`src/hw/rtl/gss_pkg.sv`:
```
// Shared types and constants of the Gray-Scott stencil step block.
// No dependencies; every other file of the block but gss_line_buf refers to it by scoped names.
package gss_pkg;

    // grid geometry
    localparam int GRID_WIDTH  = 160;
    localparam int GRID_HEIGHT = 120;

    // column runs 0..W-1, row runs 0..H+1 (tail of frame, then hold)
    localparam int COL_W = $clog2(GRID_WIDTH);
    localparam int ROW_W = $clog2(GRID_HEIGHT + 2);

    // Q12 cell values
    localparam int CELL_W     = 13;
    localparam int ONE_Q12    = 4096;
    localparam int FRAC_W     = 12;
    localparam int DIFF_SHIFT = 8;

    // arithmetic widths
    localparam int NSUM_W = CELL_W + 2;     // sum of four neighbors
    localparam int LAP_W  = CELL_W + 4;     // signed Laplacian
    localparam int SUM_W  = 20;             // signed next-value accumulator

    // configuration register widths and reset values
    localparam int DIFF_W = 8;
    localparam int RATE_W = 12;
    localparam logic [DIFF_W-1:0] DIFF_U_RST = 8'd54;
    localparam logic [DIFF_W-1:0] DIFF_V_RST = 8'd26;
    localparam logic [RATE_W-1:0] FEED_RST   = 12'd150;
    localparam logic [RATE_W-1:0] KILL_RST   = 12'd249;

    localparam int PADDR_W = 4;
    localparam int PDATA_W = 32;

    typedef enum logic [1:0] {
        REG_DIFF_U = 2'd0,
        REG_DIFF_V = 2'd1,
        REG_FEED   = 2'd2,
        REG_KILL   = 2'd3
    } t_reg_idx;

    typedef struct packed {
        logic [CELL_W-1:0] u;
        logic [CELL_W-1:0] v;
    } t_cell;

    // stencil window of one emitted cell
    typedef struct packed {
        t_cell up;
        t_cell left;
        t_cell center;
        t_cell right;
        t_cell down;
        logic  border;
        logic  frame_end;
    } t_win;

    typedef struct packed {
        logic [DIFF_W-1:0] diff_u;
        logic [DIFF_W-1:0] diff_v;
        logic [RATE_W-1:0] feed;
        logic [RATE_W-1:0] kill;
    } t_cfg;

endpackage

```
`src/hw/rtl/gss_cfg.sv`:
```
// APB-style configuration registers: diffusion rates, feed and kill rates.
// Depends on gss_pkg.
module gss_cfg (
    input  logic                         i_clk,
    input  logic                         i_rst_n,
    input  logic                         psel,
    input  logic                         penable,
    input  logic                         pwrite,
    input  logic [gss_pkg::PADDR_W-1:0]  paddr,
    input  logic [gss_pkg::PDATA_W-1:0]  pwdata,
    output logic [gss_pkg::PDATA_W-1:0]  prdata,
    output logic                         pready,
    output gss_pkg::t_cfg                o_cfg
);

    gss_pkg::t_cfg    r_cfg;
    gss_pkg::t_reg_idx w_idx;
    logic             w_wr;

    assign pready = 1'b1;
    assign w_idx  = gss_pkg::t_reg_idx'(paddr[gss_pkg::PADDR_W-1:2]);
    assign w_wr   = psel && penable && pwrite;

    // register writes in the access phase
    always_ff @(posedge i_clk) begin
        if (!i_rst_n) begin
            r_cfg.diff_u <= gss_pkg::DIFF_U_RST;
            r_cfg.diff_v <= gss_pkg::DIFF_V_RST;
            r_cfg.feed   <= gss_pkg::FEED_RST;
            r_cfg.kill   <= gss_pkg::KILL_RST;
        end else if (w_wr) begin
            case (w_idx)
                gss_pkg::REG_DIFF_U: r_cfg.diff_u <= pwdata[gss_pkg::DIFF_W-1:0];
                gss_pkg::REG_DIFF_V: r_cfg.diff_v <= pwdata[gss_pkg::DIFF_W-1:0];
                gss_pkg::REG_FEED:   r_cfg.feed   <= pwdata[gss_pkg::RATE_W-1:0];
                gss_pkg::REG_KILL:   r_cfg.kill   <= pwdata[gss_pkg::RATE_W-1:0];
                default: ;
            endcase
        end
    end

    // read mux
    always_comb begin
        case (w_idx)
            gss_pkg::REG_DIFF_U: prdata = gss_pkg::PDATA_W'(r_cfg.diff_u);
            gss_pkg::REG_DIFF_V: prdata = gss_pkg::PDATA_W'(r_cfg.diff_v);
            gss_pkg::REG_FEED:   prdata = gss_pkg::PDATA_W'(r_cfg.feed);
            gss_pkg::REG_KILL:   prdata = gss_pkg::PDATA_W'(r_cfg.kill);
            default:             prdata = '0;
        endcase
    end

    assign o_cfg = r_cfg;

endmodule

```
`config.mk`:
```
export PLATFORM = sky130hd
export DESIGN_NAME = gss_cfg
export DESIGN_NICKNAME = d
export VERILOG_FILES = /design/src/hw/rtl/gss_pkg.sv /design/src/hw/rtl/gss_cfg.sv
export SDC_FILE = /design/constraint.sdc
export NUM_CORES = 1
export LEC_CHECK = 0
export ABC_AREA = 1
export BUFFER_PORTS_ARGS = -buffer_cell sky130_fd_sc_hd__buf_2
export CORE_ASPECT_RATIO = 1.75
export CORE_MARGIN = 4
export CORE_UTILIZATION = 30
export CTS_BUF_LIST = sky130_fd_sc_hd__clkbuf_16
export DETAILED_ROUTE_END_ITERATION = 7
export MAX_ROUTING_LAYER = met4
export PLACE_DENSITY_LB_ADDON = 0.15
export SYNTH_ARGS = -nofsm -noshare
export SYNTH_HDL_FRONTEND = slang
export SYNTH_SLANG_ARGS = --single-unit
```
`constraint.sdc`:
```
create_clock -name i_clk -period 0.9 [get_ports i_clk]
set_input_delay 0 -clock i_clk [delete_from_list [all_inputs] [get_ports i_clk]]
set_output_delay 0 -clock i_clk [all_outputs]
set_load 0.03 [all_outputs]
```
# After elaboration in Yosys (flattened, before gate mapping)
# Cells that the tools add are included.
totals:
  regBits: 40
  input_bits: 41
  out_inout_bits: 73
  wordCells: 15
op_classes:
  eq_ne: 3
  mux: 1
  n_reduce_logical: 7
ops:
  columns: ["cell", "n"]
  rows:
  - ["$pmux 32 s4", 1]
  - ["$reduce_and 2->1", 4]
  - ["$eq 2x2->1 const B", 2]
  - ["$eq 2x1->1 const B", 1]
  - ["$logic_and 1x1->1", 2]
  - ["$logic_not 2->1", 1]

# Logic depth before layout (Yosys ltp)
depth:
  depth_word: 3
  depth_mapped: 6

# Least setup slack after synthesis
# OpenSTA, ideal clock, no wires.
synth_timing:
  path_type: "flip-flop to output port"
  start: "reg r_cfg, in the netlist o_cfg[1]"
  end: "out prdata[1] (netlist name)"
  arrival_time_ps: 869
  t_required_ps: 900
  slack_ps: 31
  stages_incl_launch_ff: 3
  n_path_buf: 0
  path_cell_list: "dfxtp_1 -> nand2_1 -> nand4_1"
synth_between:
  elab_chain_len: 1
synth_rtl:
  columns: ["item", "line_no", "source"]
  rows:
  - ["start: declaration", "gss_cfg.sv:16", "gss_pkg::t_cfg r_cfg;"]
  - ["$pmux 32 s4", "gss_cfg.sv:44", "case (w_idx)"]
  - ["end: declaration", "gss_cfg.sv:11", "output logic [gss_pkg::PDATA_W-1:0] prdata,"]
# Every way passes these cells. The select of a mux whose other input is x is not followed.

# Worst setup path in the final report
layout_timing:
  start: "reg r_cfg, in the netlist o_cfg[37]"
  end: "out prdata[5] (netlist name)"
# Same word-level chain as after synthesis.

==> impl_results.md <==
- Clock buffer depth: 2
- Crit path capture type: output port
- Chip height: 115 um
- Net Sw Power: approximately 1.3 mW
- Clock power frac: between 30% and 40%
- Reg2reg end: o_cfg[10]
- Post-synth top area cell: dfxtp_1
- Share of layout cells above drive strength 1: a little under two fifths
- Layout area overhead: 45.8%
- Critical path peak fanout: 3
- Commonest non-fill, non-tap cell in the layout: nand2_1
- Die width: slightly below 70 um
- Top-area cell type share of the netlist area: between 40% and 50%
- Total CTS buffers: 5
- Post-route ant nets: 0
- Antenna violations before repair: 0
- Reg power frac: about two fifths
- Power density over the cells: 1530 nW/um2
- I/O Buffers: 70
- H-Tree Depth: 2
- Placed inst area: 2420 um2
- Max reg flops: 40
- Commonest cells after routing, fill and taps aside: 94 x nand2_1, 54 x buf_2, 47 x nor2_1
- RSZ-0062 raised after global routing: true
- Starting Density: a little under a third
- Diodes inserted: 0
- Min-Delay Startpoint: pwdata[10]
- TNS Setup: -0.446 ns
- Hold WC Path Type: input pin to register
- Comb pwr share: 19.4%
- Synth cell types: 14
- Yosys reg bits: 40
- Leak Pwr: between 1 and 1.5 nW
- DRC errors left: 0
- Status: finished, violations left
- GRT Total Usage: between 10% and 20%
- Avg Inst Size Synth: 6.65 um2
- Gpl congestion: ~0.79
- CTS tree: built
- Sw Ratio: between 20% and 30%
- Finished layout cell area: 2870 um2
- Clock transition at path regs: 0.06 ns
- # rows: 38
- Core footprint: approximately 6300 um2
- Largest cells by area after synthesis: dfxtp_1 41%, nand2_1 19%, buf_4 11%, nand3_1 10%, nor2_1 9.7%
- TritonCTS Sinks: 40
- Violated checks: negative setup slack
- Vias in the first global route: 2,026
- WP data arrival: between 0.9 and 1 ns
- Final Cycle Share: 107%
- First-pass DRT Iterations: 4
- Via count: around 2,100
- Clock root buffer: clkbuf_16
- WP data required: 0.90 ns
- Critical path type: register to output port
- R2r setup slk: around 0.21 ns
- Worst R2R Path Depth: 3
- Worst skew pair latency: between 0.2 and 0.3 ns
- Yosys Warn Count: 0
- Hold Path Depth: 5
- Via/cell ratio: between 4 and 5
- Final min period: 0.967 ns
- Total power draw: between 4 and 5 mW
- Worst r2r src: o_cfg[10]
- Per-cell routed wire length: 13.2 um
- Global route total overflow: 0
- Final hold vios: 0
- Total Nets Final: 432
- Largest net degree at the start of global routing: slightly above 40
- Max VDD drop: between 800 and 900 uV
- Final Max Tran Viols: 0
- Worst slack, placed: -0.180 ns
- Fin Clk Skew: 0 ns
- Mapped Area: between 1500 and 2000 um2
- Startpoint Class: register
- DP HPWL: 4.49 mm
- F_max: approximately 1000 MHz
- Internal: roughly 3.1 mW
- Endpoints failing setup: 12
- Post-route core utilization: a little under half
- IO Count: approximately 110
- Post-Syn Instances: between 200 and 300
- DIE AREA: 7970 um2
- Wirelength, routed: 6.25 mm
- Sequential share of the synthesized area: just over 40%
- First-pass GRT wire length: ~10 mm
- Hold EP: o_cfg[22]
- MaxCap Viol Count: 0
- DRT iter0 DRCs: approximately 110
- Final WS setup: -0.0671 ns
==> Yosys cell counts <==
cell / instances
nor2_2: 3
nor2_1: 51
buf_2: 2
dfxtp_1: 40
inv_1: 14
nand2_1: 98
nand3_1: 41
conb_1: 2
a22o_1: 4
inv_2: 1
buf_1: 2
clkbuf_1: 2
nand4_1: 8
buf_4: 28
==> power by group through the flow <==
| stage | logic [mW] | clock network [mW] | registers, mW |
|---|---|---|---|
| after floorplan | 0.488 | 0 | 1.95 |
| after CTS | 0.830 | 1.73 | 1.85 |
| final | 0.856 | 1.70 | 1.85 |
| after global routing | 0.925 | 1.84 | 1.85 |
| after global placement | 0.739 | 0 | 1.88 |
| after detailed placement | 0.743 | 0 | 1.88 |
==> stage by stage <==
stage | cells | hold WS (ns)
floorplan | 315 | 0.126
global placement | 450 | 0.234
detailed placement | 450 | 0.246
CTS | 469 | 0.0469
global route | 472 | 0.106
finish | 472 | 0.0478
==> repair_timing <==
action                                  CTS  global route
endpoints found under the setup margin   12            27
gates cloned                              0             1
hold endpoints to repair                 15             0
pin swaps                                19             6
buffers inserted                          3             2
resized for setup                        60            22
hold buffers                              8             0
==> area by class of cell <==
cell class	instances	area (um2)
Clock buffer	5	125
Tap cell	80	100
Multi-Input combinational cell	226	977
Inverter	15	56.3
Clock inverter	3	15.0
Sequential cell	40	845
Timing Repair Buffer	103	751
Fill cell	698	3410
==> per-layer routing <==
layer / vias up / routed length (um) / GRT usage [%]
met2: 67 / 3270 / 29.8
met4: 0 / 126 / 5.87
met3: 8 / 330 / 2.71
met1: 938 / 2530 / 17.8
met5: - / 0 / -
li1: 1075 / - / -
==> worst max-delay path, cell delays in order, from the launching register on <==
cell and delay (ns):
dfxtp_2 0.33, nand2_1 0.06, nand4_1 0.13, buf_6 0.17
==> kinds of logic (layout without fill, tap and decap cells) <==
kind of cell | after synthesis | in the layout | synth area share (%)
AOI/OAI and AO/OA | 4 | 4 | 1.78
buffers and inverters | 49 | 126 | 14.8
DFF | 40 | 40 | 40.7
other | 2 | 21 | 0.382
and+or+nand+nor | 201 | 201 | 42.3
==> worst max-delay path by stage <==
stage / startpoint / endpoint / slack [ns] / cells past startpoint
CTS: o_cfg[8] / prdata[8] / -0.06 / 2
global placement: pwrite / o_cfg[5] / -0.15 / 5
detailed placement: pwrite / o_cfg[7] / -0.18 / 5
floorplan: o_cfg[1] / prdata[1] / 0.03 / 2
global route: o_cfg[9] / prdata[9] / -0.1 / 2
finish: o_cfg[37] / prdata[5] / -0.07 / 3
No activity file was read; power rests on OpenSTA's default activity.
