### config.mk
export PLATFORM = sky130hd
export DESIGN_NAME = gss_datapath
export DESIGN_NICKNAME = d
export VERILOG_FILES = /design/src/hw/rtl/gss_pkg.sv /design/src/hw/rtl/gss_datapath.sv
export SDC_FILE = /design/constraint.sdc
export NUM_CORES = 2
export LEC_CHECK = 0
export ABC_AREA = 0
export BUFFER_PORTS_ARGS = -buffer_cell sky130_fd_sc_hd__buf_2
export CORE_AREA = 2 2 303 305
export CTS_BUF_LIST = sky130_fd_sc_hd__clkbuf_16
export CTS_CLUSTER_SIZE = 40
export DETAILED_ROUTE_END_ITERATION = 10
export DIE_AREA = 0 0 305 307
export PLACE_DENSITY = 0.63
export SLEW_MARGIN = 20
export SYNTH_ARGS = -nofsm -noshare
export SYNTH_HDL_FRONTEND = slang
export SYNTH_SLANG_ARGS = --single-unit
### constraint.sdc
create_clock -name i_clk -period 10.22 [get_ports i_clk]
set_input_delay 0.511 -clock i_clk [delete_from_list [all_inputs] [get_ports i_clk]]
set_output_delay 0.511 -clock i_clk [all_outputs]
set_load 0.05 [all_outputs]
### src/hw/rtl/gss_pkg.sv
// Shared types and constants of the Gray-Scott stencil step block.
// No dependencies; every other file of the block but gss_line_buf refers to it by scoped names.
package gss_pkg;

    // grid geometry
    localparam int GRID_WIDTH  = 160;
    localparam int GRID_HEIGHT = 120;

    // column runs 0..W-1, row runs 0..H+1 (tail of frame, then hold)
    localparam int COL_W = $clog2(GRID_WIDTH);
    localparam int ROW_W = $clog2(GRID_HEIGHT + 2);

    // Q12 cell values
    localparam int CELL_W     = 13;
    localparam int ONE_Q12    = 4096;
    localparam int FRAC_W     = 12;
    localparam int DIFF_SHIFT = 8;

    // arithmetic widths
    localparam int NSUM_W = CELL_W + 2;     // sum of four neighbors
    localparam int LAP_W  = CELL_W + 4;     // signed Laplacian
    localparam int SUM_W  = 20;             // signed next-value accumulator

    // configuration register widths and reset values
    localparam int DIFF_W = 8;
    localparam int RATE_W = 12;
    localparam logic [DIFF_W-1:0] DIFF_U_RST = 8'd54;
    localparam logic [DIFF_W-1:0] DIFF_V_RST = 8'd26;
    localparam logic [RATE_W-1:0] FEED_RST   = 12'd150;
    localparam logic [RATE_W-1:0] KILL_RST   = 12'd249;

    localparam int PADDR_W = 4;
    localparam int PDATA_W = 32;

    typedef enum logic [1:0] {
        REG_DIFF_U = 2'd0,
        REG_DIFF_V = 2'd1,
        REG_FEED   = 2'd2,
        REG_KILL   = 2'd3
    } t_reg_idx;

    typedef struct packed {
        logic [CELL_W-1:0] u;
        logic [CELL_W-1:0] v;
    } t_cell;

    // stencil window of one emitted cell
    typedef struct packed {
        t_cell up;
        t_cell left;
        t_cell center;
        t_cell right;
        t_cell down;
        logic  border;
        logic  frame_end;
    } t_win;

    typedef struct packed {
        logic [DIFF_W-1:0] diff_u;
        logic [DIFF_W-1:0] diff_v;
        logic [RATE_W-1:0] feed;
        logic [RATE_W-1:0] kill;
    } t_cfg;

endpackage

### src/hw/rtl/gss_datapath.sv
// Reaction-diffusion arithmetic: Laplacian and products, scaling, sum and clamp.
// Two register stages plus the output register. Depends on gss_pkg.
module gss_datapath (
    input  logic                        i_clk,
    input  logic                        i_rst_n,
    input  logic                        i_win_valid,
    input  gss_pkg::t_win               i_win,
    output logic                        o_ready,
    input  gss_pkg::t_cfg               i_cfg,
    output logic                        o_valid,
    input  logic                        i_ready,
    output logic [gss_pkg::CELL_W-1:0]  o_u,
    output logic [gss_pkg::CELL_W-1:0]  o_v,
    output logic                        o_frame_end
);

    localparam int CELL_W = gss_pkg::CELL_W;
    localparam int NSUM_W = gss_pkg::NSUM_W;
    localparam int LAP_W  = gss_pkg::LAP_W;
    localparam int SUM_W  = gss_pkg::SUM_W;
    localparam int FRAC_W = gss_pkg::FRAC_W;
    localparam int DSH    = gss_pkg::DIFF_SHIFT;
    localparam int RATE_W = gss_pkg::RATE_W;
    localparam int DIFF_W = gss_pkg::DIFF_W;

    localparam int PUV_W  = 2 * CELL_W;                 // U*V
    localparam int UVS_W  = PUV_W - FRAC_W;             // U*V >> 12
    localparam int UVV_W  = UVS_W + CELL_W;             // (U*V >> 12) * V
    localparam int OMU_W  = CELL_W + 1;                 // 4096 - U, signed
    localparam int PFU_W  = RATE_W + 1 + OMU_W;         // F * (4096 - U)
    localparam int FK_W   = RATE_W + 1;                 // F + K
    localparam int PFK_W  = FK_W + CELL_W;              // (F + K) * V
    localparam int PD_W   = DIFF_W + 1 + LAP_W;         // D * lap

    // clamp to 0..4096
    function automatic logic [CELL_W-1:0] clamp_q12(input logic signed [SUM_W-1:0] x);
        logic [CELL_W-1:0] res;
        if (x < 0) begin
            res = '0;
        end else if (x > SUM_W'(gss_pkg::ONE_Q12)) begin
            res = CELL_W'(gss_pkg::ONE_Q12);
        end else begin
            res = x[CELL_W-1:0];
        end
        return res;
    endfunction

    // stage handshake: each stage moves when empty or when the next one moves
    logic r_v2, r_v3, r_vo;
    logic w_rdy2, w_rdy3, w_rdyo;

    assign w_rdyo  = !r_vo || i_ready;
    assign w_rdy3  = !r_v3 || w_rdyo;
    assign w_rdy2  = !r_v2 || w_rdy3;
    assign o_ready = w_rdy2;

    always_ff @(posedge i_clk) begin
        if (!i_rst_n) begin
            r_v2 <= 1'b0;
            r_v3 <= 1'b0;
            r_vo <= 1'b0;
        end else begin
            if (w_rdy2) r_v2 <= i_win_valid;
            if (w_rdy3) r_v3 <= r_v2;
            if (w_rdyo) r_vo <= r_v3;
        end
    end

    // stage 2: Laplacians and first products
    logic [NSUM_W-1:0]       w_nsum_u, w_nsum_v;
    logic signed [OMU_W-1:0] w_omu;
    logic [FK_W-1:0]         w_fk;

    logic signed [LAP_W-1:0] r2_lap_u, r2_lap_v;
    logic [PUV_W-1:0]        r2_uv;
    logic signed [PFU_W-1:0] r2_fu;
    logic [PFK_W-1:0]        r2_fkv;
    gss_pkg::t_cell          r2_c;
    logic                    r2_border, r2_fe;

    assign w_nsum_u = NSUM_W'(i_win.up.u) + NSUM_W'(i_win.left.u)
                    + NSUM_W'(i_win.right.u) + NSUM_W'(i_win.down.u);
    assign w_nsum_v = NSUM_W'(i_win.up.v) + NSUM_W'(i_win.left.v)
                    + NSUM_W'(i_win.right.v) + NSUM_W'(i_win.down.v);
    assign w_omu    = OMU_W'(gss_pkg::ONE_Q12) - $signed({1'b0, i_win.center.u});
    assign w_fk     = FK_W'(i_cfg.feed) + FK_W'(i_cfg.kill);

    always_ff @(posedge i_clk) begin
        if (w_rdy2) begin
            r2_lap_u  <= $signed({2'b00, w_nsum_u}) - $signed({2'b00, i_win.center.u, 2'b00});
            r2_lap_v  <= $signed({2'b00, w_nsum_v}) - $signed({2'b00, i_win.center.v, 2'b00});
            r2_uv     <= PUV_W'(i_win.center.u) * PUV_W'(i_win.center.v);
            r2_fu     <= $signed({1'b0, i_cfg.feed}) * w_omu;
            r2_fkv    <= PFK_W'(w_fk) * PFK_W'(i_win.center.v);
            r2_c      <= i_win.center;
            r2_border <= i_win.border;
            r2_fe     <= i_win.frame_end;
        end
    end

    // stage 3: diffusion products and the reaction product
    logic signed [PD_W-1:0]          r3_du, r3_dv;
    logic [UVV_W-1:0]                r3_uvv;
    logic signed [PFU_W-FRAC_W-1:0]  r3_fu;
    logic [PFK_W-FRAC_W-1:0]         r3_fkv;
    gss_pkg::t_cell                  r3_c;
    logic                            r3_border, r3_fe;

    always_ff @(posedge i_clk) begin
        if (w_rdy3) begin
            r3_du     <= $signed({1'b0, i_cfg.diff_u}) * r2_lap_u;
            r3_dv     <= $signed({1'b0, i_cfg.diff_v}) * r2_lap_v;
            r3_uvv    <= UVV_W'(r2_uv[PUV_W-1:FRAC_W]) * UVV_W'(r2_c.v);
            r3_fu     <= r2_fu[PFU_W-1:FRAC_W];        // floor shift
            r3_fkv    <= r2_fkv[PFK_W-1:FRAC_W];
            r3_c      <= r2_c;
            r3_border <= r2_border;
            r3_fe     <= r2_fe;
        end
    end

    // stage 4: sum, clamp, border bypass into the output register
    logic signed [PD_W-DSH-1:0]       w_du_t, w_dv_t;
    logic signed [UVV_W-FRAC_W:0]     w_uvv_t;
    logic signed [PFK_W-FRAC_W:0]     w_fkv_t;
    logic signed [CELL_W:0]           w_u_s, w_v_s;
    logic signed [SUM_W-1:0]          w_nu, w_nv;

    assign w_du_t  = r3_du[PD_W-1:DSH];
    assign w_dv_t  = r3_dv[PD_W-1:DSH];
    assign w_uvv_t = $signed({1'b0, r3_uvv[UVV_W-1:FRAC_W]});
    assign w_fkv_t = $signed({1'b0, r3_fkv});
    assign w_u_s   = $signed({1'b0, r3_c.u});
    assign w_v_s   = $signed({1'b0, r3_c.v});

    assign w_nu = SUM_W'(w_u_s) + SUM_W'(w_du_t) - SUM_W'(w_uvv_t) + SUM_W'(r3_fu);
    assign w_nv = SUM_W'(w_v_s) + SUM_W'(w_dv_t) + SUM_W'(w_uvv_t) - SUM_W'(w_fkv_t);

    logic [CELL_W-1:0] r_o_u, r_o_v;
    logic              r_o_fe;

    always_ff @(posedge i_clk) begin
        if (w_rdyo) begin
            r_o_u  <= r3_border ? r3_c.u : clamp_q12(w_nu);
            r_o_v  <= r3_border ? r3_c.v : clamp_q12(w_nv);
            r_o_fe <= r3_fe;
        end
    end

    assign o_valid     = r_vo;
    assign o_u         = r_o_u;
    assign o_v         = r_o_v;
    assign o_frame_end = r_o_fe;

endmodule

-- After elaboration in Yosys (flattened, before gate mapping)
Index checks and enable logic that the tools add are counted.
- output and inout port bits: 29
- register bits after elaboration: 305
- mux-type cells: 6
- $lt $le $gt $ge: 4
- reduce and logical (&&, ||, !) cells: 6
- add/sub/neg operators: 16
- $mul: 6
- operators by type and width (kind ; count):
    2-to-1 mux 13 bit ; 6
    multiplier 13 x 13 -> 26 bit ; 2
    multiplier 9 x 16 -> 25 bit ; 2
    > comparator 20 x 14 -> 1 bit, second input constant ; 2
    less-than comparator 20 x 1 -> 1 bit, second input constant ; 2
    adder 14 x 18 -> 19 bit ; 2
    subtractor 15 x 15 -> 16 bit ; 2
    adder 14 x 13 -> 15 bit ; 2
    adder 15 x 13 -> 15 bit ; 2
    adder 13 x 13 -> 14 bit ; 2
    multiplier 13 x 14 -> 27 bit ; 1
    multiplier 14 x 13 -> 27 bit ; 1
    adder 19 x 16 -> 20 bit ; 1
    adder 20 x 15 -> 20 bit ; 1
    subtractor 19 x 16 -> 20 bit ; 1
    subtractor 20 x 15 -> 20 bit ; 1
    subtractor 13 x 13 -> 14 bit, first input constant ; 1
    adder 12 x 12 -> 13 bit ; 1
    zero test 1 bit ; 3
    logical OR 1 bit ; 3

-- Depth between registers and ports, before layout
- depth after elaboration: 7
- gate-level depth with buffers: 32
- gate-level depth less buffers: 31

-- Worst setup path after synthesis
No wires, ideal clock.
- kind: input-to-reg
- from: input i_cfg[13] (netlist bit)
- to: register r2_fkv[25] (data pin)
- cell stages on the path: 32
- arrival: 6947 ps
- required time: 9960 ps
- setup slack: 3014 ps
- path buffers: 2
- path through: clkbuf_1 > inv_1 > fa_1 > nor2b_1 > o21ai_1 > a21boi_1 > o21ai_1 > a21oi_1 > o21a_1 > or4_1 > nand3_1 > clkbuf_1 > and2_1 > fa_1 > inv_1 > fa_1 > inv_1 > fa_1 > fa_1 > inv_1 > fa_1 > inv_1 > ha_1 > a21o_1 > a21oi_1 > o21ai_0 > a21oi_1 > a21oi_1 > nor2_1 > o2111ai_1 > a21oi_1 > xnor2_1
- longest elaborated chain between the ends: 2
- RTL lines (item ; RTL line ; source):
    from (decl) ; gss_datapath.sv:9 ; input gss_pkg::t_cfg i_cfg,
    adder 12 x 12 -> 13 bit ; gss_datapath.sv:86 ; assign w_fk = FK_W'(i_cfg.feed) + FK_W'(i_cfg.kill);
    multiplier 13 x 13 -> 26 bit ; gss_datapath.sv:94 ; r2_fkv <= PFK_W'(w_fk) * PFK_W'(i_win.center.v);
    to (signal assigned) ; gss_datapath.sv:94 ;
    to (decl) ; gss_datapath.sv:77 ; logic [PFK_W-1:0] r2_fkv;
Every way passes these cells.
A chain may end at the register's enable or synchronous reset.

-- Worst setup path in the final report
- from: input i_cfg[12] (netlist bit)
- to: register r2_fkv[25] (data pin)
Same word-level chain as after synthesis.

==> run summary <==
fmax: 134 MHz
GRT Total Usage: 0.239
Layout Cells excl Fill: 5964
DIE WIDTH: 305 µm
die area: 93600 µm²
CP Launch Point: i_cfg[12]
Sequential Area: 7150 µm²
GP Congestion: 0.869
Max-slew headroom: 0.255
# fillers: 8364
Crit Path Class: primary input to flop
fraction of the cycle the final worst path needs: 0.730
number of global-route vias before repair: 33.0k
clock transition at the registers of the reported paths: 60 ps
Max Root-Sink Buffers: 3
via count: 30.9k
post-synthesis cell type count: 72
Max stage delay on crit path: 540 ps
Clock Sinks: 239
Layout Skew: 11.1 ps
Area Overhead vs Synth: 7.12%
total congestion overflow after global routing: 0
hold_buf cts: 0
Core Area: 90700 µm²
CP arrival: 7770 ps
commonest cells after routing, fill and taps aside: inv_1, fa_1, nand2_1
post-DR vias/cell: 5.17
DRC: 0
Pre-antenna DRT Iters: 7
syn_area_per_cell: 9.72 µm²
first-pass GRT wire length: 177000 µm
syn nets: 6118
R2R cell count: 18
worst hold path class: primary input to flop
clock tree root buffer cell: clkbuf_16
Routed Wire Length: 107000 µm
RSZ-0062 raised after global routing: no
htree depth: 1
CP most frequent cell: fa_1
Die H: 307 µm
ANT nets after route: 0
Post-DP HPWL: 86700 µm
Critical Path End: r2_fkv[25]
startpoint type of the worst setup path: primary input
Setup Viol. Count Final: 0
Seq cells post-synth: 239
I/O pin count: 205
CTS resizes: 0
CP Max Fanout: 14
Placed Cells: 5912
Fin. Hold Viols: 0
Slew Limit Fails: 0
status: complete, no violations
CTS tree: done
Max-cap violations: 0
worst hold slack: 115 ps
fraction of layout cells with a size suffix above 1: 0.0628
initial core utilization: 0.496
ys flop type: edfxtp_1
R2R Path Start: r2_c[4]
EDFF count, synth: 236
pin count of the biggest net entering global routing: 75
Final TNS setup: 0 ps
port bufs: 204
antenna violations before repair: 4
Mapped Cells: 4629
Seq/Total Area, Yosys: 0.159
slowest CP cell: fa_1
FFs w/ async S/R, synth: 0
Slew @ Worst Pin: 1110 ps
yosys warns: 0
Worst R2R Setup Slack: 4160 ps
latest clock arrival within the worst-skew pair: 570 ps
multi-input logic area: 33000 µm²
DRT iter0 DRCs: 1762
Rows: 111
CTS buffer count: 28
Synth Cell Area: 45000 µm²
most common cell after layout, fill and taps aside: inv_1
post-CTS setup buffers: 0
post-route minimum period: 7460 ps
hold path cells: 1
CP required: 10530 ps
Routed WL per cell: 17.9 µm
NumNets Final: 6245
Worst R2R End: r3_uvv[26]
nature of the critical path endpoint: flop
==> metal layers <==
metal | GRT usage | vias to the layer above | share of wire
li1 | - | 14300 | -
met1 | 0.335 | 15700 | 0.45
met2 | 0.410 | 764 | 0.48
met3 | 0.0223 | 97 | 0.053
met4 | 0.0442 | 2 | 0.016
met5 | 0 | - | 0.00012
==> layout make-up <==
cell class,instances,share of cell area
clock buffers,29,0.0151
inverters,1169,0.0911
flip-flops and latches,239,0.148
repair buffers,232,0.0256
diodes,1,0.0000519
clock inverters,22,0.00493
multi-input cells,3086,0.684
well taps,1186,0.0308
==> cell families after synthesis <==
family	count (synthesis)	synth area share
xor gates and xnor gates	158	0.0308
adders and majority gates	1313	0.509
muxes	6	0.00136
buffers and inverters	1304	0.109
AOI/OAI and AO/OA	335	0.0504
DFF	239	0.159
and+or+nand+nor	1274	0.141
==> synthesized netlist by cell type, types with 12 or more instances <==
cell type  count  area (µm²)
and3_1        22         138
and2_1       423        2650
nor2_1       100         375
a21o_1        35         263
a22o_1        14         123
nand3_1       37         185
a21oi_1       89         445
nor3_1        41         205
o21ai_1       19        95.1
fa_1         859       17200
clkbuf_1     134         503
or3_1         15        93.8
nand4_1       12        75.1
o21ai_0       41         205
xor2_1        47         412
nand2_1      534        2000
nand2b_1      24         150
ha_1         454        5680
inv_1       1169        4390
xnor2_1      111         972
nor2b_1       24         150
o21a_1        24         180
edfxtp_1     236        7090
==> worst min path at each step <==
stage	from	endpoint
after floorplan	r3_fe	o_frame_end
after global placement	r2_c[25]	r3_c[25]
after detailed placement	r2_fu[14]	r3_fu[2]
after CTS	i_win[0]	r2_fe
after global routing	i_win[0]	r2_fe
final	i_win[0]	r2_fe
==> critical path: cells and delay by family <==
kind | cells | cell delay [ps]
buf+inv | 6 | 460
fa+ha+maj | 8 | 3380
compound gates | 12 | 2070
xor+xnor | 1 | 80
simple gates | 5 | 1240
==> stage by stage <==
stage | setup WS [ps] | utilization | instance area, µm²
6_report | 2760 | 0.531 | 48200
5_1_grt | 2180 | 0.531 | 48200
4_1_cts | 2760 | 0.531 | 48200
3_5_place_dp | 2140 | 0.521 | 47200
3_3_place_gp | 2300 | 0.521 | 47200
2_1_floorplan | 3010 | - | 45000
==> sequential cells by signal (all words and copies together) (netlist names), 14 cells and up <==
| signal | flops |
|---|---|
| r2_fu | 15 |
| r3_du | 17 |
| r3_uvv | 15 |
| r2_c | 26 |
| r2_lap_v | 16 |
| r2_lap_u | 16 |
| r2_fkv | 14 |
| r3_fkv | 14 |
| r3_dv | 17 |
| r3_fu | 15 |
| r2_uv | 14 |
| r3_c | 26 |
Power is not shown: default switching activity piles up to over one toggle a cycle in this logic, so the estimate is an artifact.
